`config.mk`:
```
export PLATFORM = sky130hd
export DESIGN_NAME = rpfa_queue
export DESIGN_NICKNAME = d
export VERILOG_FILES = /design/src/hw/rtl/rpfa_pkg.sv /design/src/hw/rtl/rpfa_queue.sv
export SDC_FILE = /design/constraint.sdc
export NUM_CORES = 1
export LEC_CHECK = 0
export BUFFER_PORTS_ARGS = -buffer_cell sky130_fd_sc_hd__buf_2
export CAP_MARGIN = 20
export CORE_UTILIZATION = 45
export CTS_CLUSTER_DIAMETER = 40
export DETAILED_ROUTE_END_ITERATION = 12
export GPL_TIMING_DRIVEN = 0
export PLACE_DENSITY_LB_ADDON = 0.1
export REMOVE_ABC_BUFFERS = 1
export SETUP_SLACK_MARGIN = 0.15
export SLEW_MARGIN = 20
export SYNTH_ARGS = -nofsm -noshare
export SYNTH_HDL_FRONTEND = slang
export SYNTH_SLANG_ARGS = --single-unit
```
`constraint.sdc`:
```
create_clock -name clock -period 1.5 [get_ports clock]
set_input_delay 0.075 -clock clock [delete_from_list [all_inputs] [get_ports clock]]
set_output_delay 0.075 -clock clock [all_outputs]
set_load 0.02 [all_outputs]
```
`src/hw/rtl/rpfa_pkg.sv`:
```
// Shared types, constants and helpers for the refcounted page frame allocator.
// Used by every RTL module of the block; depends on nothing.
`default_nettype none

package rpfa_pkg;

   localparam int NUM_PAGES  = 32768;
   localparam int PAGE_SHIFT = 12;
   localparam int REF_BITS   = 8;

   localparam int ADDR_W     = 27;
   localparam int CFG_W      = 16;
   localparam int RSP_REF_W  = 8;
   localparam int PAGE_W     = $clog2(NUM_PAGES);
   localparam int CNT_W      = $clog2(NUM_PAGES + 1);
   localparam int PFLD_W     = ADDR_W - PAGE_SHIFT;

   localparam int REQ_DATA_W = 32;
   localparam int REQ_USER_W = 2;
   localparam int RSP_DATA_W = 40;
   localparam int RSP_USER_W = 3;
   localparam int CSR_ADDR_W = 3;
   localparam int CSR_DATA_W = 32;

   localparam int Q_DEPTH    = 2;
   localparam int Q_PTR_W    = $clog2(Q_DEPTH);
   localparam int Q_CNT_W    = $clog2(Q_DEPTH + 1);

   localparam logic [1:0] OP_INIT  = 2'd0;
   localparam logic [1:0] OP_ALLOC = 2'd1;
   localparam logic [1:0] OP_FREE  = 2'd2;

   localparam logic [1:0] ST_OK    = 2'd0;
   localparam logic [1:0] ST_OOM   = 2'd1;
   localparam logic [1:0] ST_BAD   = 2'd2;
   localparam logic [1:0] ST_UNDER = 2'd3;

   localparam logic REG_FIRST_PAGE = 1'b0;
   localparam logic REG_TOP_PAGE   = 1'b1;

   typedef enum logic [2:0] {
      CMD_NOP   = 3'd0,
      CMD_INIT  = 3'd1,
      CMD_ALLOC = 3'd2,
      CMD_FREE  = 3'd3,
      CMD_BAD   = 3'd4
   } cmd_kind_type;

   typedef struct packed {
      cmd_kind_type      kind;
      logic [PAGE_W-1:0] page;
   } cmd_type;

   typedef struct packed {
      logic                 released;
      logic [1:0]           status;
      logic [RSP_REF_W-1:0] ref_count;
      logic [ADDR_W-1:0]    page_address;
   } rsp_type;

   // managed top: min(top_page, NUM_PAGES)
   function automatic logic [31:0] eff_top(input logic [CFG_W-1:0] top);
      logic [31:0] t;
      t = 32'(top);
      if (t < 32'(NUM_PAGES)) begin
         return t;
      end
      return 32'(NUM_PAGES);
   endfunction

endpackage

`default_nettype wire

```
`src/hw/rtl/rpfa_queue.sv`:
```
// Short command queue between the front end and the back end.
// Depends on rpfa_pkg for the command type and depth.
`default_nettype none

module rpfa_queue (
   input  logic              clock,
   input  logic              reset,
   input  logic              in_valid,
   output logic              in_ready,
   input  rpfa_pkg::cmd_type in_cmd,
   output logic              out_valid,
   input  logic              out_ready,
   output rpfa_pkg::cmd_type out_cmd
);
   import rpfa_pkg::*;

   cmd_type              slot_ff [Q_DEPTH];
   logic [Q_PTR_W-1:0]   wr_ptr_ff, wr_ptr_in;
   logic [Q_PTR_W-1:0]   rd_ptr_ff, rd_ptr_in;
   logic [Q_CNT_W-1:0]   count_ff, count_in;
   logic                 push, pop;

   assign in_ready  = count_ff != Q_CNT_W'(Q_DEPTH);
   assign out_valid = count_ff != '0;
   assign out_cmd   = slot_ff[rd_ptr_ff];
   assign push      = in_valid && in_ready;
   assign pop       = out_valid && out_ready;

   always_comb begin
      wr_ptr_in = wr_ptr_ff;
      rd_ptr_in = rd_ptr_ff;
      count_in  = count_ff;
      if (push) begin
         wr_ptr_in = (wr_ptr_ff == Q_PTR_W'(Q_DEPTH - 1)) ? '0 : wr_ptr_ff + 1'b1;
      end
      if (pop) begin
         rd_ptr_in = (rd_ptr_ff == Q_PTR_W'(Q_DEPTH - 1)) ? '0 : rd_ptr_ff + 1'b1;
      end
      if (push && !pop) begin
         count_in = count_ff + 1'b1;
      end else if (pop && !push) begin
         count_in = count_ff - 1'b1;
      end
   end

   always_ff @(posedge clock) begin
      if (reset) begin
         wr_ptr_ff <= '0;
         rd_ptr_ff <= '0;
         count_ff  <= '0;
      end else begin
         wr_ptr_ff <= wr_ptr_in;
         rd_ptr_ff <= rd_ptr_in;
         count_ff  <= count_in;
      end
   end

   always_ff @(posedge clock) begin
      if (push) begin
         slot_ff[wr_ptr_ff] <= in_cmd;
      end
   end

endmodule

`default_nettype wire

```
==> reports/metrics.csv, run 1 <==
stage;metric;value;unit
worst_setup_path;crit_start;count_ff[0];
cells_and_area;nets;176;
worst_hold_path;min_from;in_valid;
synth;yosysTopAreaCell;edfxtp_1;
cells_and_area;diodes;0;
cts;clk_path_buf_depth;2;
floorplan;die_h;60.1;um
cts;cts-root-buf;clkbuf_4;
worst_setup_path;reg2reg_slack;0.03;ns
sta;report.final.hold_viol_count;0;
synth;synthTopCellsByArea;edfxtp_1, mux2_2, dfxtp_1, xor2_1, ha_1;
routing;route.detailed.drc;0;
sta;finalMaxSlewViolations;0;
power_and_ir_drop;comb_power_share;0.437;
floorplan;rows;20;
placed_design;hpwl;1460;um
global_routing;track_usage;0.160;
worst_setup_path;cp_slowest_cell;dfxtp_4;
flow_run;max_cap_violations;0;
cts;clock-sinks;41;
cells_and_area;layout-drive-gt1-share;0.545;
run_status;status;finished clean;
worst_setup_path;crit_type;reg2reg;
global_routing;grt_busiest_layer;met2;
synth;syn_area_per_cell;19.0;um^2
synth;synth_top_cell_area_share;0.712;
floorplan;fp.coreArea;3130;um^2
routing;wl;2740;um
sta;rsz0062_at_grt;yes;
floorplan;die_area;3610;um^2
sta;clock.fmax;679;MHz
routing;dr.pass1.iters;3;
power_and_ir_drop;p_sw_frac;0.304;
power_and_ir_drop;p_leak;0.932;nW
worst_setup_path;worst-path-buf-inv;0;
placed_design;place_congestion;0.603;
routing;antenna_left;0;
sta;worstMarginPinSlew;0.458;ns
global_routing;grt.overflow.total;0;
power_and_ir_drop;p_per_area;1550;nW/um^2
worst_setup_path;worstSetupPathDepth;6;
global_routing;antenna_found_initial;0;
floorplan;pin_count;42;
synth;synth-seq-cells;41;
sta;final.min_clock_period;1.47;ns
worst_setup_path;r2r-end;count_ff[1];
worst_setup_path;worstPathMaxFanout;4;
power_and_ir_drop;p_switching;1.10;mW
sta;timing.final.crit_share;0.982;
sta;setup_viol;0;
floorplan;dieWidth;60.1;um
worst_setup_path;crit_arrival;1.74;ns
worst_hold_path;hold_class;in2reg;
routing;viasPerCell;4.73;
global_routing;grt_max_degree;19;
routing;drtIter0Drc;26;
power_and_ir_drop;clkPwrFrac;0.137;
worst_hold_path;worst_hold_path.endpoint;wr_ptr_ff;
global_routing;use_met1;0.173;
cts;cts_tree;done;
cts;cts_made_buffers;5;
sta;setup_slack;0.0272;ns
worst_setup_path;start_kind;register;
synth;synthCells;80;
cells_and_area;utilization;0.747;
cts;htreeDepth;2;
placed_design;dp_slack;-0.286;ns
global_routing;use_met2;0.279;
floorplan;initial_core_util;0.486;
cts;worst_skew_pair.late_latency;0.33;ns
power_and_ir_drop;vdd_drop_max;1.04;mV
synth;synth_seq_area_share;0.778;
worst_setup_path;crit_chain;nand2b_4, and2_4, ha_4, xor2_1, or3_1, a21oi_1;
worst_setup_path;max_stage_delay;0.38;ns
routing;wl_per_cell;13.8;um
global_routing;first_global_vias;919;
sta;slew_headroom;0.695;
placed_design;portBuffers;41;
synth;synth_cell_type_count;18;
worst_setup_path;cp.required;1.77;ns
worst_setup_path;crit_path_end_kind;register;
power_and_ir_drop;p_seq_frac;0.427;
sta;worst_clock_skew;0.00597;ns
cells_and_area;area_growth;53.9;%
worst_setup_path;cp_top_family;simple AND/OR/NAND/NOR gates;
worst_hold_path;whs_path_depth;3;
synth;ys_warn_count;0;
synth;netlist_area;1520;um^2
global_routing;grt_pass1_wl;3950;um
cts;clk_pin_slew_worst_paths;0.11;ns
routing;vias;936;
power_and_ir_drop;internal-power;2.51;mW
worst_setup_path;rr_worst_depth;6;
global_routing;grtUsageMet3;0.0498;
worst_setup_path;rr_startpoint;count_ff[0];
## cell usage in the layout, fill, tap and decap left out, types with 2 or more instances in the layout
cell type      count
buf_8              2
dfxtp_4            2
a21oi_1            2
buf_2             22
edfxtp_1          36
nor2_1             3
mux2_4            18
xor2_1             3
dfxtp_1            2
buf_4              2
clkbuf_4           5
clkinv_1           2
buf_6             22
dlygate4sd3_1     19
## metal layers
layer / vias up / wire length, um
met1: 457 / 1130
met3: 5 / 119
met4: 0 / 32
met2: 26 / 1460
li1: 448 / -
met5: - / 0
## tightest hold or removal path, stage by stage
cell,delay (ns)
buf_2,0.11
a21bo_2,0.12
a21oi_1,0.05
## cell families (layout without fill, tap and decap cells)
group / Yosys count / count (layout) / share of synthesized area
DFF: 41 / 41 / 0.778
and+or+nand+nor: 9 / 9 / 0.0330
AOI/OAI and AO/OA: 5 / 5 / 0.0198
xor gates and xnor gates: 3 / 3 / 0.0173
buffers and inverters: 3 / 77 / 0.0107
adders and majority gates: 1 / 1 / 0.00824
muxes: 18 / 18 / 0.133
## synthesized netlist by cell type, drive strengths merged
cell and instances:
a21bo 1, o21ai 2, edfxtp 36, nand3b 1
dfxtp 5, and3 1, inv 1, xor2 3
ha 1, or2 1, and2 1, nor2 3
buf 2, mux2 18, or3 1, nand2b 1
a21oi 2
## worst max path at each step
stage	endpoint
5_1_grt	count_ff[1]
3_5_place_dp	slot_ff[1][13]
2_1_floorplan	count_ff[1]
4_1_cts	count_ff[1]
3_3_place_gp	slot_ff[1][3]
6_report	count_ff[1]
## final cells by class
class / instances / area, um^2
flip-flops and latches: 41 / 1190
clock inverters: 3 / 12.5
fillers: 210 / 791
well taps: 44 / 55.1
repair buffers: 68 / 618
multi-input cells: 36 / 417
clock buffers: 5 / 37.5
inverters: 1 / 7.51
## timing repair
| action | in CTS | in global routing |
|---|---|---|
| endpoints found under the setup margin | 56 | 56 |
| gates cloned | 0 | 1 |
| buffers inserted | 7 | 0 |
| hold buffers | 19 | 0 |
| endpoints found under the hold margin | 41 | 0 |
| pin swaps | 3 | 0 |
| resized for setup | 40 | 35 |
## sequential cells by signal (all words and copies together), names as in the netlist, named ones only
signal and cells:
slot_ff 36, wr_ptr_ff 1, count_ff 2, rd_ptr_ff 1
## power by group through the flow
stage	registers [mW]	clock network (mW)	logic (mW)
after floorplan	1.55	0	0.636
after detailed placement	1.59	0	0.879
after global routing	1.56	0.554	1.68
final	1.54	0.493	1.58
after CTS	1.53	0.518	1.31
after global placement	1.58	0	0.864
## stage by stage
step	std cells	instance area (um^2)	hold WS, ns	TNS (ns)	power (mW)
detailed placement	163	1770	0.266	-9.24	2.47
CTS	197	2190	0.0451	0	3.36
global placement	163	1770	0.262	-6.98	2.44
global route	198	2340	0.0595	-0.0261	3.79
finish	198	2340	0.0689	0	3.61
floorplan	78	1510	0.144	-3.32	2.18
(Power assumes the default switching activity.)
==> inputs of run 2 (changes only) <==
--- a/config.mk
+++ b/config.mk
@@ -5,11 +5,11 @@
 export SDC_FILE = /design/constraint.sdc
 export NUM_CORES = 1
 export LEC_CHECK = 0
-export BUFFER_PORTS_ARGS = -buffer_cell sky130_fd_sc_hd__buf_2
 export CAP_MARGIN = 20
-export CORE_UTILIZATION = 45
+export CORE_UTILIZATION = 50
 export CTS_CLUSTER_DIAMETER = 40
 export DETAILED_ROUTE_END_ITERATION = 12
+export DONT_BUFFER_PORTS = 1
 export GPL_TIMING_DRIVEN = 0
 export PLACE_DENSITY_LB_ADDON = 0.1
 export REMOVE_ABC_BUFFERS = 1
==> run 2 against run 1 <==
The flow now finishes with violations (design-rule violations, negative hold slack, negative setup slack). Total power down 5.2%. Register-to-register slack lost 0.04 ns. Clock skew rose by 0.0070 ns. Sequential power barely moved. Global-route usage rose by 1.1 points. Critical path type unchanged. Critical endpoint unchanged.
==> reports/metrics.csv, run 2 (same netlist as run 1, synthesis figures left out) <==
stage;metric;value;unit
floorplan;die_area;3260;um^2
cts;worst_skew_pair.late_latency;0.34;ns
cts;clk_pin_slew_worst_paths;0.11;ns
worst_setup_path;rr_worst_depth;6;
sta;timing.hold.ws;-0.234;ns
cells_and_area;largest-register;slot_ff;
sta;timing.final.crit_share;1.01;
sta;clock.fmax;659;MHz
global_routing;grt_pass1_wl;3890;um
sta;worst_clock_skew;0.0129;ns
floorplan;dieWidth;57.1;um
worst_setup_path;reg2reg_slack;-0.02;ns
worst_setup_path;max_stage_delay;0.37;ns
sta;worstMarginPinSlew;0.445;ns
run_status;violations;design-rule violations, negative hold slack, negative setup slack;
floorplan;rows;19;
cells_and_area;final_cell_mix;edfxtp_1, mux2_4, dlygate4sd3_1;
placed_design;place_congestion;0.579;
cts;cts_made_buffers;5;
worst_setup_path;cp_slowest_cell;dfxtp_4;
global_routing;grt.overflow.total;0;
worst_setup_path;cp_top_family;simple AND/OR/NAND/NOR gates;
placed_design;hpwl;1260;um
cts;htreeDepth;2;
routing;dr.pass1.iters;7;
sta;report.final.hold_viol_count;5;
cells_and_area;layout-drive-gt1-share;0.398;
cells_and_area;nets;135;
worst_hold_path;hold_class;in2reg;
worst_setup_path;rr_startpoint;count_ff[0];
power_and_ir_drop;p_per_area;1690;nW/um^2
sta;final.min_clock_period;1.52;ns
sta;slew_headroom;0.704;
sta;setup_slack;-0.0165;ns
worst_setup_path;worst-path-buf-inv;0;
routing;wl;2450;um
cells_and_area;utilization;0.723;
worst_hold_path;min_from;reset;
sta;fin_setup_tns;-0.0165;ns
routing;antenna_left;0;
global_routing;first_global_vias;830;
global_routing;track_usage;0.170;
worst_setup_path;r2r-end;count_ff[1];
worst_setup_path;crit_type;reg2reg;
floorplan;pin_count;42;
cts;cts-root-buf;clkbuf_4;
sta;setup_viol;1;
floorplan;fp.coreArea;2810;um^2
global_routing;antenna_found_initial;0;
sta;rsz0062_at_grt;yes;
floorplan;initial_core_util;0.541;
cts;clock-sinks;41;
routing;wl_per_cell;17.0;um
routing;vias;790;
worst_setup_path;crit_path_end_kind;register;
cells_and_area;diodes;0;
floorplan;die_h;57.1;um
routing;route.detailed.drc;3;
worst_hold_path;worst_hold_path.endpoint;count_ff[1];
worst_setup_path;crit_arrival;1.80;ns
power_and_ir_drop;vdd_drop_max;1.21;mV
routing;viasPerCell;5.49;
cts;clk_path_buf_depth;2;
cts;cts_hold_buf;18;
cells_and_area;largest_reg_flops;36;
placed_design;dp_slack;-0.447;ns
worst_setup_path;start_kind;register;
cells_and_area;fin_cells;144;
worst_hold_path;whs_path_depth;1;
run_status;status;finished with violations;
routing;drtIter0Drc;11;
flow_run;max_cap_violations;0;
sta;finalMaxSlewViolations;0;
placed_design;place_inst;109;
cts;cts_tree;done;
cells_and_area;final_common_cell;edfxtp_1;
cells_and_area;area_growth;33.5;%
worst_setup_path;crit_chain;nand2b_4, and2_4, ha_4, xor2_1, or3_1, a21oi_2;
cells_and_area;reg_top3;slot_ff x36, count_ff x2;
power_and_ir_drop;p_leak;0.744;nW
global_routing;grt_max_degree;19;
placed_design;portBuffers;0;
worst_setup_path;cp.required;1.79;ns
worst_setup_path;worstPathMaxFanout;5;
-- run 2: cell count changes in the layout (fill, tap and decap cells not counted), sizes merged --
cell and change:
dlygate4sd3 -1, clkinv -2, clkbuf +1, bufinv +1, buf -40
-- run 2: timing repair --
action,in CTS,in global routing
pin swaps,3,0
endpoints found under the setup margin,56,43
cloned,0,1
setup buffers,8,0
endpoints found under the hold margin,41,5
resized for setup,23,17
-- run 2: final cells by class --
cell class	count	area [um^2]
flip-flops and latches	41	1190
fillers	193	777
multi-input cells	36	420
repair buffers	27	297
clock buffers	6	41.3
well taps	31	38.8
clock inverters	2	33.8
inverters	1	7.51
-- run 2: worst max path at each step --
stage	slack, ns	startpoint	cells after the start	to
after floorplan	-0.17	count_ff[0]	5	count_ff[1]
after global placement	-0.40	count_ff[0]	2	slot_ff[1][17]
after detailed placement	-0.45	count_ff[0]	2	slot_ff[1][17]
after CTS	0.002	count_ff[0]	6	count_ff[1]
after global routing	-0.09	count_ff[0]	6	count_ff[1]
final	-0.02	count_ff[0]	6	count_ff[1]
-- run 2: metal layers --
| layer | global-route usage | wire, um | up-vias |
|---|---|---|---|
| met5 | 0 | 0 | - |
| met1 | 0.193 | 983 | 386 |
| met2 | 0.284 | 1270 | 26 |
| met3 | 0.0726 | 151 | 7 |
| met4 | 0.0732 | 43 | 0 |
| li1 | - | - | 371 |
-- run 2: per-stage QoR --
stage	cell area [um^2]	power [mW]	hold WS [ns]
floorplan	1510	2.18	0.144
global placement	1550	2.28	0.146
detailed placement	1550	2.29	0.147
CTS	1940	3.26	-0.242
global route	2030	3.59	-0.259
finish	2030	3.42	-0.234
-- run 2: where the power goes --
part	total (mW)	switching, mW	internal, mW
combinational	1.20	0.597	0.602
sequential	1.54	0.0936	1.45
clock	0.681	0.333	0.347
total	3.42	1.02	2.40
