--- src/hw/rtl/rpfa_pkg.sv ---
// Shared types, constants and helpers for the refcounted page frame allocator.
// Used by every RTL module of the block; depends on nothing.
`default_nettype none

package rpfa_pkg;

   localparam int NUM_PAGES  = 32768;
   localparam int PAGE_SHIFT = 12;
   localparam int REF_BITS   = 8;

   localparam int ADDR_W     = 27;
   localparam int CFG_W      = 16;
   localparam int RSP_REF_W  = 8;
   localparam int PAGE_W     = $clog2(NUM_PAGES);
   localparam int CNT_W      = $clog2(NUM_PAGES + 1);
   localparam int PFLD_W     = ADDR_W - PAGE_SHIFT;

   localparam int REQ_DATA_W = 32;
   localparam int REQ_USER_W = 2;
   localparam int RSP_DATA_W = 40;
   localparam int RSP_USER_W = 3;
   localparam int CSR_ADDR_W = 3;
   localparam int CSR_DATA_W = 32;

   localparam int Q_DEPTH    = 2;
   localparam int Q_PTR_W    = $clog2(Q_DEPTH);
   localparam int Q_CNT_W    = $clog2(Q_DEPTH + 1);

   localparam logic [1:0] OP_INIT  = 2'd0;
   localparam logic [1:0] OP_ALLOC = 2'd1;
   localparam logic [1:0] OP_FREE  = 2'd2;

   localparam logic [1:0] ST_OK    = 2'd0;
   localparam logic [1:0] ST_OOM   = 2'd1;
   localparam logic [1:0] ST_BAD   = 2'd2;
   localparam logic [1:0] ST_UNDER = 2'd3;

   localparam logic REG_FIRST_PAGE = 1'b0;
   localparam logic REG_TOP_PAGE   = 1'b1;

   typedef enum logic [2:0] {
      CMD_NOP   = 3'd0,
      CMD_INIT  = 3'd1,
      CMD_ALLOC = 3'd2,
      CMD_FREE  = 3'd3,
      CMD_BAD   = 3'd4
   } cmd_kind_type;

   typedef struct packed {
      cmd_kind_type      kind;
      logic [PAGE_W-1:0] page;
   } cmd_type;

   typedef struct packed {
      logic                 released;
      logic [1:0]           status;
      logic [RSP_REF_W-1:0] ref_count;
      logic [ADDR_W-1:0]    page_address;
   } rsp_type;

   // managed top: min(top_page, NUM_PAGES)
   function automatic logic [31:0] eff_top(input logic [CFG_W-1:0] top);
      logic [31:0] t;
      t = 32'(top);
      if (t < 32'(NUM_PAGES)) begin
         return t;
      end
      return 32'(NUM_PAGES);
   endfunction

endpackage

`default_nettype wire

--- src/hw/rtl/rpfa_front.sv ---
// Front end: takes request beats, decodes the opcode and range-checks free addresses.
// Depends on rpfa_pkg; feeds rpfa_queue with classified commands.
`default_nettype none

module rpfa_front (
   input  logic                         clock,
   input  logic                         reset,
   input  logic                         req_valid,
   output logic                         req_ready,
   input  logic [1:0]                   req_opcode,
   input  logic [rpfa_pkg::ADDR_W-1:0]  req_address,
   input  logic [rpfa_pkg::CFG_W-1:0]   cfg_first,
   input  logic [rpfa_pkg::CFG_W-1:0]   cfg_top,
   input  logic                         hold,
   output logic                         cmd_valid,
   input  logic                         cmd_ready,
   output rpfa_pkg::cmd_type            cmd
);
   import rpfa_pkg::*;

   logic                valid_ff, valid_in;
   cmd_type             cmd_ff, cmd_in;
   logic [PFLD_W-1:0]   page_fld;
   logic                bad;
   logic                accept;

   assign page_fld  = req_address[ADDR_W-1:PAGE_SHIFT];
   assign bad       = (req_address[PAGE_SHIFT-1:0] != '0)
                      || (32'(page_fld) < 32'(cfg_first))
                      || (32'(page_fld) >= eff_top(cfg_top));
   assign req_ready = !hold && (!valid_ff || cmd_ready);
   assign accept    = req_valid && req_ready;
   assign cmd_valid = valid_ff;
   assign cmd       = cmd_ff;

   always_comb begin
      cmd_in.page = PAGE_W'(page_fld);
      case (req_opcode)
         OP_INIT:  cmd_in.kind = CMD_INIT;
         OP_ALLOC: cmd_in.kind = CMD_ALLOC;
         OP_FREE:  cmd_in.kind = bad ? CMD_BAD : CMD_FREE;
         default:  cmd_in.kind = CMD_NOP;
      endcase
   end

   always_comb begin
      valid_in = valid_ff;
      if (accept) begin
         valid_in = 1'b1;
      end else if (cmd_ready) begin
         valid_in = 1'b0;
      end
   end

   always_ff @(posedge clock) begin
      if (reset) begin
         valid_ff <= 1'b0;
      end else begin
         valid_ff <= valid_in;
      end
   end

   always_ff @(posedge clock) begin
      if (accept) begin
         cmd_ff <= cmd_in;
      end
   end

endmodule

`default_nettype wire

--- config.mk ---
export PLATFORM = sky130hd
export DESIGN_NAME = rpfa_front
export DESIGN_NICKNAME = d
export VERILOG_FILES = /design/src/hw/rtl/rpfa_pkg.sv /design/src/hw/rtl/rpfa_front.sv
export SDC_FILE = /design/constraint.sdc
export NUM_CORES = 1
export LEC_CHECK = 0
export ABC_AREA = 1
export BUFFER_PORTS_ARGS = -buffer_cell sky130_fd_sc_hd__buf_2
export CAP_MARGIN = 10
export CORE_ASPECT_RATIO = 0.8
export CORE_UTILIZATION = 44
export CTS_CLUSTER_SIZE = 20
export DETAILED_ROUTE_END_ITERATION = 10
export PLACE_DENSITY = 0.8
export SLEW_MARGIN = 10
export SYNTH_ARGS = -nofsm -noshare
export SYNTH_HDL_FRONTEND = slang
export SYNTH_SLANG_ARGS = --single-unit
--- constraint.sdc ---
create_clock -name clock -period 2.54 [get_ports clock]
set_clock_uncertainty 0.1 [all_clocks]
set_input_delay 0.254 -clock clock [delete_from_list [all_inputs] [get_ports clock]]
set_output_delay 0.254 -clock clock [all_outputs]
set_load 0.02 [all_outputs]
==> results_dict.tcl, run 1 <==
set metrics [dict create \
    worst_slew_pin_slew_ns 0.433 \
    status "finished clean" \
    power_density_mw_per_mm2 397 \
    arrival_ns 1.95 \
    hold_viol 0 \
    placementRows 18 \
    leakagePower_nw 1.16 \
    hold_path_class "in -> reg" \
    track_usage_pct 19.0 \
    cts_root_buffer "clkbuf_8" \
    io_pins 86 \
    grt_pass1_wl_um 5030 \
    start_util_pct 47.3 \
    yosysUniqueCellTypes 24 \
    clk_path_buf_depth 2 \
    vias_per_cell 4.62 \
    drt-initial-drc-count 33 \
    finalNonFillerCells 306 \
    grt_max_degree 20 \
    final_common_cell "buf_2" \
    cts_sinks 19 \
    fp.dieH_um 54.1 \
    insertion_delay_ns 0.25 \
    rsz0062_at_grt "false" \
    layout_common_cells "buf_2 (85), nand2_1 (50), inv_1 (30)" \
    synth_top_flop_cell "edfxtp_1" \
    cap_viol_max_count 0 \
    grt_pass1_vias 1218 \
    post_cts_resized 0 \
    antenna_found_initial 0 \
    tns_ns 0 \
    grt_overflow 0 \
    dieArea_mm2 0.00363 \
    gp_congestion 0.733 \
    fin_crit_sh_pct 79.7 \
    vias 1414 \
    postCtsSetupRepairBufs 0 \
    critical_path.max_fanout 15 \
    synth_fp_nets 272 \
    syn-cell-area_mm2 0.00149 \
    drive_gt1_share_pct 36.5 \
    hold_buffers 0 \
    synthCells 177 \
    synth_edf_count 18 \
    clk_transition_reported_paths_ns 0.08 \
    slew_headroom_pct 71.1 \
    period_needed_ns 2.02 \
    routedWlPerCell_um 10.9 \
    p_total_mw 0.803 \
    ant_nets 0 \
    crit_path_start_kind "input pin" \
    port_buffers 85 \
    tritoncts "done" \
    vdd_ir_drop_max_mv 0.182 \
    required_ns 2.46 \
    die_x_um 67.1 \
    cts-buffers-inserted 3 \
    area_growth_pct 35.5 \
    seq_area_frac_synth_pct 37.6 \
    dpl.cell_count 302 \
    ys_ff_latch 19 \
    drv_slew 0 \
    nNetsFinal 362 \
    core-area_mm2 0.00315 \
    drc 0 \
    synthArstFlopShare_pct 0 \
    fmax_mhz 494 \
    dp_hpwl_um 2810 \
    drt_first_pass_iters 4 \
    finalSetupViolations 0 \
    diodes 0 \
    h-tree-depth 1 \
    syn_area_per_cell_um2 8.43 \
    critPathKind "in -> reg" \
    routed_wl_um 3330 \
    yosys_warnings 0 \
    critical_path.endpoint_type "flop" \
]
sequential cells by signal, indices dropped and copies added (netlist names):
signal / count
cmd_valid: 1
cmd: 18
worst max-delay path, cell delays in order:
cell	delay, ns
buf_2	0.11
inv_1	0.33
nand2_1	0.10
ha_1	0.30
nand2_1	0.07
inv_1	0.03
o21bai_1	0.12
nand2_1	0.09
a21oi_1	0.15
nand2_1	0.08
nor2_2	0.10
nand3_1	0.06
and2_1	0.13
routing by layer:
layer | global-route usage, % | routed length (µm) | vias to the layer above
li1 | - | - | 758
met1 | 25.2 | 1580 | 604
met2 | 31.8 | 1520 | 50
met3 | 3.81 | 207 | 2
met4 | 4.26 | 27 | 0
met5 | 0 | 0 | -
power by group:
group          total [mW]  internal [mW]  switching (mW)
clock               0.217          0.112           0.105
sequential          0.362          0.359         0.00314
combinational       0.225          0.100           0.124
cell type report:
class | instances | area, µm²
inverters | 32 | 120
multi-input cells | 125 | 813
well taps | 40 | 50.0
fillers | 286 | 1130
flip-flops and latches | 19 | 561
clock buffers | 4 | 45.0
repair buffers | 86 | 433
final timing paths:
path	from	endpoint	slack [ns]	cells past startpoint
max	cfg_top[15]	cmd[17]	0.52	13
min	req_address[12]	cmd[0]	0.10	1
max reg2reg	cmd_valid	cmd_valid	1.24	6
min reg2reg	cmd_valid	cmd_valid	0.56	4
per-stage QoR:
stage               hold slack (ns)  cell area [µm²]  util, %  setup WS [ns]
floorplan                     0.253             1490        -         0.0998
global placement              0.363             1980     62.7          0.327
detailed placement            0.365             1980     62.7          0.261
CTS                           0.101             2020     64.1          0.505
global route                 0.0989             2020     64.1          0.308
finish                        0.102             2020     64.1          0.515
logic make-up (layout without fill, tap and decap cells):
logic type | Yosys count | after routing | share of synthesized area (%)
AND/OR/NAND/NOR | 80 | 80 | 24.0
buffers and inverters | 33 | 122 | 8.30
adder cells (fa/ha/maj) | 29 | 29 | 24.3
flip-flops | 19 | 19 | 37.6
AO/OA/AOI/OAI | 16 | 16 | 5.87
Yosys cell counts, drive strengths merged (2+ instances only):
library cell	number	area share [%]
nand3	3	1.0
ha	29	24
nand2	51	13
a21oi	11	3.7
and3	2	1.2
nor2	12	3.2
nor4	3	1.3
edfxtp	18	36
nor3	3	1.8
and2	2	0.84
inv	32	8.0
nand4	2	0.84
o21ai	2	0.67
o21bai	2	1.0
(Power assumes the default switching activity.)
==> inputs of run 2 (changes only) <==
Settings changed: CORE_UTILIZATION 44 to 40, PLACE_DENSITY 0.8 to 0.77.
Clock period 2.54 ns to 1.8 ns, I/O delays scaled along.
==> run 2 against run 1 <==
Critical path depth stayed put. Critical path type unchanged. Sequential power increased by 41%. Routed wire length grew 0.96%. First-iteration DRC count down 15%. Highest routed layer unchanged. Count of clock-buffer cells in the layout is 1 lower. Clock power rose by 45%. Die area rose by 9.7%. Largest power group unchanged.
==> results_dict.tcl, run 2 (synthesis gave the netlist of run 1 again) <==
set metrics [dict create \
    worst_slew_pin_slew_ns 0.267 \
    dp_hpwl_um 2750 \
    r2r_start "cmd_valid" \
    clk_transition_reported_paths_ns 0.08 \
    drt_first_pass_iters 4 \
    period_needed_ns 1.71 \
    reg2reg_slack_ns 0.52 \
    hold_path_class "in -> reg" \
    grt_overflow 0 \
    cts-buffers-inserted 3 \
    seqPwrFrac_pct 44.0 \
    gp_congestion 0.787 \
    hold_viol 0 \
    vias 1434 \
    drt-initial-drc-count 28 \
    port_buffers 85 \
    core-area_mm2 0.00349 \
    critPathKind "in -> reg" \
    vias_per_cell 4.57 \
    track_usage_pct 17.2 \
    nNetsFinal 368 \
    insertion_delay_ns 0.26 \
    area_growth_pct 41.5 \
    routedWlPerCell_um 10.7 \
    arrival_ns 1.64 \
    io_pins 86 \
    p_clk_share_pct 27.1 \
    h-tree-depth 1 \
    p_int_mw 0.817 \
    fmax_mhz 585 \
    switching_share_pct 29.7 \
    status "finished clean" \
    start_util_pct 42.7 \
    largest_reg_flops 18 \
    ant_nets 0 \
    tritoncts "done" \
    tns_ns 0 \
    combinationalPowerShare_pct 28.9 \
    dieArea_mm2 0.00398 \
    vdd_ir_drop_max_mv 0.408 \
    diodes 0 \
    hold_end "cmd[4]" \
    cts_root_buffer "clkbuf_8" \
    power_density_mw_per_mm2 550 \
    cap_viol_max_count 0 \
    cts_sinks 19 \
    fin_crit_sh_pct 94.9 \
    rsz0062_at_grt "true" \
    grt_pass1_wl_um 5270 \
    drv_slew 0 \
    reg2reg_to "cmd[7]" \
    rr_worst_depth 4 \
    dpl.cell_count 306 \
    drive_gt1_share_pct 39.7 \
    final_common_cell "buf_2" \
    setup_ws_ns 0.0919 \
    placementRows 19 \
    antenna_found_initial 0 \
    leakagePower_nw 1.19 \
    critical_path.max_fanout 8 \
    holdCritStartpoint "req_address[16]" \
    min_path_cells 1 \
    die_x_um 70.3 \
    finalSetupViolations 0 \
    critical_path.endpoint_type "flop" \
    grt_max_degree 20 \
    slew_headroom_pct 82.2 \
    finalNonFillerCells 314 \
    fp.dieH_um 56.6 \
    place_ws_ns -0.289 \
    routed_wl_um 3360 \
    p_sw_mw 0.346 \
    required_ns 1.73 \
    grt_pass1_vias 1230 \
    layout_common_cells "buf_2 (84), nand2_1 (48), inv_1 (29)" \
    drc 0 \
    crit_path_start_kind "input pin" \
    clk_path_buf_depth 2 \
]
## run 2: cell types whose count changed in the layout (fill, tap and decap cells not counted), sizes merged
cell         previous run  this run
dlygate4sd3             0         1
clkinv                  0         1
clkbuf                  4         3
inv                    32        31
clkinvlp                0         2
buf                    86        90
## run 2: how the worst max path moves through the flow
stage                     cells after the start       to         from
after floorplan                              12  cmd[17]  cfg_top[15]
after global placement                       13  cmd[17]  cfg_top[15]
after detailed placement                     13  cmd[17]  cfg_top[15]
after CTS                                    13  cmd[17]  cfg_top[15]
after global routing                         12  cmd[17]  cfg_top[15]
final                                        13  cmd[17]  cfg_top[15]
## run 2: area by class of cell
class	count	area, µm²
flip-flops and latches	19	561
repair inverters	1	7.51
repair buffers	91	487
multi-input cells	125	835
inverters	32	124
well taps	42	52.6
fillers	306	1380
clock buffers	3	41.3
clock inverters	1	5.00
## run 2: per-stage QoR
| step | util (%) | hold WS, ns | total power, mW | instance area, µm² |
|---|---|---|---|---|
| global route | 60.4 | 0.0146 | 1.25 | 2110 |
| finish | 60.4 | 0.0247 | 1.16 | 2110 |
| global placement | 57.2 | 0.287 | 0.835 | 2000 |
| floorplan | - | 0.179 | 0.704 | 1510 |
| detailed placement | 57.2 | 0.290 | 0.845 | 2000 |
| CTS | 58.5 | 0.00890 | 1.17 | 2040 |
## run 2: worst max-delay path, cell delays in order
cell and delay (ns):
buf_8 0.11, clkinvlp_4 0.14, nand2_2 0.06, ha_1 0.28, nand2_1 0.07, inv_1 0.04, o21bai_1 0.14, nand2_1 0.09
a21oi_1 0.13, nand2_1 0.08, nor2_2 0.12, nand3_1 0.07, and2_1 0.13
## run 2: power by group through the flow
| stage | Sequential, mW | Combinational [mW] | Clock (mW) |
|---|---|---|---|
| 2_1_floorplan | 0.547 | 0.157 | 0 |
| 6_report | 0.511 | 0.336 | 0.315 |
| 3_5_place_dp | 0.522 | 0.323 | 0 |
| 4_1_cts | 0.511 | 0.324 | 0.331 |
| 5_1_grt | 0.513 | 0.382 | 0.352 |
| 3_3_place_gp | 0.521 | 0.315 | 0 |
## run 2: routing by layer
| metal | track usage, % | vias up | share of wire, % |
|---|---|---|---|
| met5 | 0 | - | 0 |
| met4 | 5.71 | 0 | 1.1 |
| met3 | 5.21 | 4 | 7.0 |
| met2 | 27.8 | 54 | 45 |
| met1 | 21.9 | 601 | 47 |
| li1 | - | 775 | - |
## run 2: repair_timing
item / 4_1_cts / 5_1_grt
setup endpoints to repair: 0 / 3
gates resized for setup: 0 / 11
buffers inserted: 0 / 2
hold buffers: 0 / 1
endpoints found under the hold margin: 0 / 1
==> inputs of run 3 (changes only) <==
Settings changed: ABC_AREA 1 to default, CORE_UTILIZATION 40 to 30, PLACE_DENSITY 0.77 to default.
==> run 3 against run 2 <==
Worst setup slack worse by 0.040 ns. Highest routed layer unchanged. Critical path depth down 7. First-iteration DRC count rose by 43%.
==> results_dict.tcl, run 3 <==
set metrics [dict create \
    layout_common_cells "buf_2 (84), ha_1 (20), edfxtp_1 (18)" \
    synthArstFlopShare_pct 0 \
    io_pins 86 \
    track_usage_pct 14.8 \
    ys_ff_latch 19 \
    diodes 0 \
    synthTopCellsByCount "ha_1 (29), inv_1 (19), edfxtp_1 (18), nand2_1 (18), a21oi_1 (9)" \
    die_x_um 78.5 \
    drt_first_pass_iters 4 \
    grt_pass1_vias 1260 \
    syn-cell-area_mm2 0.00141 \
    grt_max_degree 19 \
    vias 1396 \
    routed_wl_um 3680 \
    synth_top_flop_cell "edfxtp_1" \
    syn_area_per_cell_um2 10.3 \
    rsz0062_at_grt "true" \
    final.fill_count 425 \
    holdCritStartpoint "req_address[12]" \
    hold_path_class "in -> reg" \
    cts_sinks 19 \
    synthCells 136 \
    period_needed_ns 1.75 \
    cts_root_buffer "clkbuf_8" \
    vias_per_cell 4.73 \
    required_ns 1.72 \
    critical_path.endpoint_type "flop" \
    p_total_mw 1.21 \
    clk_path_buf_depth 2 \
    placed_area_mm2 0.00213 \
    ant_nets 0 \
    seq_area_frac_synth_pct 39.9 \
    multi_input_area_um2 963 \
    final_common_cell "buf_2" \
    slew_headroom_pct 80.2 \
    cts-buffers-inserted 3 \
    drt-initial-drc-count 40 \
    status "finished clean" \
    seqCellArea_um2 561 \
    fmax_mhz 572 \
    cap_viol_max_count 0 \
    yosysUniqueCellTypes 33 \
    clk_transition_reported_paths_ns 0.08 \
    drv_slew 0 \
    area_growth_pct 63.5 \
    drive_gt1_share_pct 54.6 \
    cpLargestDelayFamily "compound AO/OA/AOI/OAI gates" \
    fp.dieH_um 63.2 \
    tritoncts "done" \
    tns_ns 0 \
    finalSetupViolations 0 \
    cp_slowest_cell "a2111oi_4" \
    port_buffers 85 \
    place_ws_ns -0.623 \
    yosys_warnings 0 \
    synth_fp_nets 231 \
    hold_viol 0 \
    gp_congestion 0.738 \
    drc 0 \
    cp_cell_sequence "buf_2 -> ha_1 -> a2111oi_4 -> o31ai_1 -> a211o_1 -> o2111a_1" \
    hold_end "cmd[0]" \
    synth_most_common_cell "ha_1" \
    crit_path_start_kind "input pin" \
    reg2reg_slack_ns 0.39 \
    h-tree-depth 1 \
    routedWlPerCell_um 12.5 \
    fin_area_mm2 0.00230 \
    cp.depth 6 \
    dieArea_mm2 0.00496 \
    leakagePower_nw 1.11 \
    start_util_pct 32.4 \
    critical_path.max_fanout 3 \
    worst_slew_pin_slew_ns 0.297 \
    yosys.area.top_type "edfxtp_1" \
    fin_crit_sh_pct 97.1 \
    arrival_ns 1.67 \
    netlist_top_cells_area "edfxtp_1 (38%), ha_1 (26%), inv_1 (5.1%), nand2_1 (4.8%), a21oi_1 (3.2%)" \
    antenna_found_initial 0 \
    power_density_mw_per_mm2 527 \
    synth.top_cell.area_share_pct 38.5 \
    reg2reg_to "cmd[7]" \
    rr_worst_depth 5 \
    synth_edf_count 18 \
    grt_pass1_wl_um 5690 \
    nNetsFinal 334 \
    finalNonFillerCells 295 \
    setup_ws_ns 0.0516 \
    min_path_cells 1 \
    dpl.cell_count 291 \
    critPathKind "in -> reg" \
    largest_reg_flops 18 \
    dp_hpwl_um 3080 \
    vdd_ir_drop_max_mv 0.370 \
    r2r_start "cmd_valid" \
    core-area_mm2 0.00434 \
    placementRows 21 \
    crit_path_max_incr_delay_ns 0.34 \
    insertion_delay_ns 0.26 \
    grt_overflow 0 \
    crit_buf_inv 1 \
]
[run 3: cell count changes after synthesis, moves of 3 or more]
cell	previous run	this run
nor2_1	11	3
inv_1	30	19
nand2_1	50	18
or4_1	0	3
nor4_1	3	0
[run 3: routing by layer]
layer | track usage (%) | wire, µm | vias to the layer above | part of all wire (%)
met2 | 23.4 | 1610 | 49 | 44
met1 | 20.0 | 1790 | 633 | 49
li1 | - | - | 712 | -
met5 | 0 | 0 | - | 0
met4 | 2.08 | 21 | 0 | 0.57
met3 | 4.78 | 258 | 2 | 7.0
[run 3: how the worst max path moves through the flow]
| stage | start | end | slack (ns) |
|---|---|---|---|
| after floorplan | cfg_top[15] | cmd[17] | -0.05 |
| after global placement | req_address[13] | cmd[15] | -0.63 |
| after detailed placement | req_address[13] | cmd[15] | -0.62 |
| after CTS | req_address[13] | cmd[16] | 0.007 |
| after global routing | cfg_top[15] | cmd[16] | -0.02 |
| final | req_address[13] | cmd[15] | 0.05 |
[run 3: kinds of logic (layout without fill, tap and decap cells)]
family | after synthesis | after routing | share of synthesized area [%]
flip-flops | 19 | 19 | 39.9
AO/OA/AOI/OAI | 29 | 29 | 15.3
adder cells (fa/ha/maj) | 29 | 29 | 25.8
buffers and inverters | 21 | 123 | 5.61
AND/OR/NAND/NOR | 38 | 38 | 13.4
[run 3: stage by stage]
step | util [%] | hold WS [ns]
global route | 53.0 | 0.0252
floorplan | - | 0.149
CTS | 51.8 | 0.0190
detailed placement | 49.2 | 0.241
global placement | 49.2 | 0.239
finish | 53.0 | 0.0213
[run 3: repair_timing]
action	CTS	global route
gates resized for setup	11	10
pin swaps	4	9
setup endpoints to repair	3	2
setup buffers	0	0
hold buffers	1	0
hold endpoints to repair	1	0
[run 3: power by group]
part / internal, mW / leakage (nW) / total [mW] / switching, mW
clock: 0.154 / 0.0255 / 0.315 / 0.160
sequential: 0.506 / 0.177 / 0.510 / 0.00428
combinational: 0.196 / 0.903 / 0.386 / 0.190
total: 0.856 / 1.11 / 1.21 / 0.355
[run 3: final cells by class]
| type | count | area share [%] |
|---|---|---|
| flip-flops and latches | 19 | 24.4 |
| clock buffers | 3 | 1.80 |
| well taps | 57 | 3.10 |
| clock inverters | 1 | 0.218 |
| repair buffers | 99 | 24.6 |
| multi-input cells | 96 | 41.9 |
| inverters | 20 | 3.98 |
[run 3: worst register-to-register path, cell delays in order, from the launching register on]
cell and delay (ns):
dfxtp_1 0.31, nand2b_1 0.08, nor2b_1 0.15, nand2_1 0.12
clkinvlp_4 0.08, buf_4 0.25
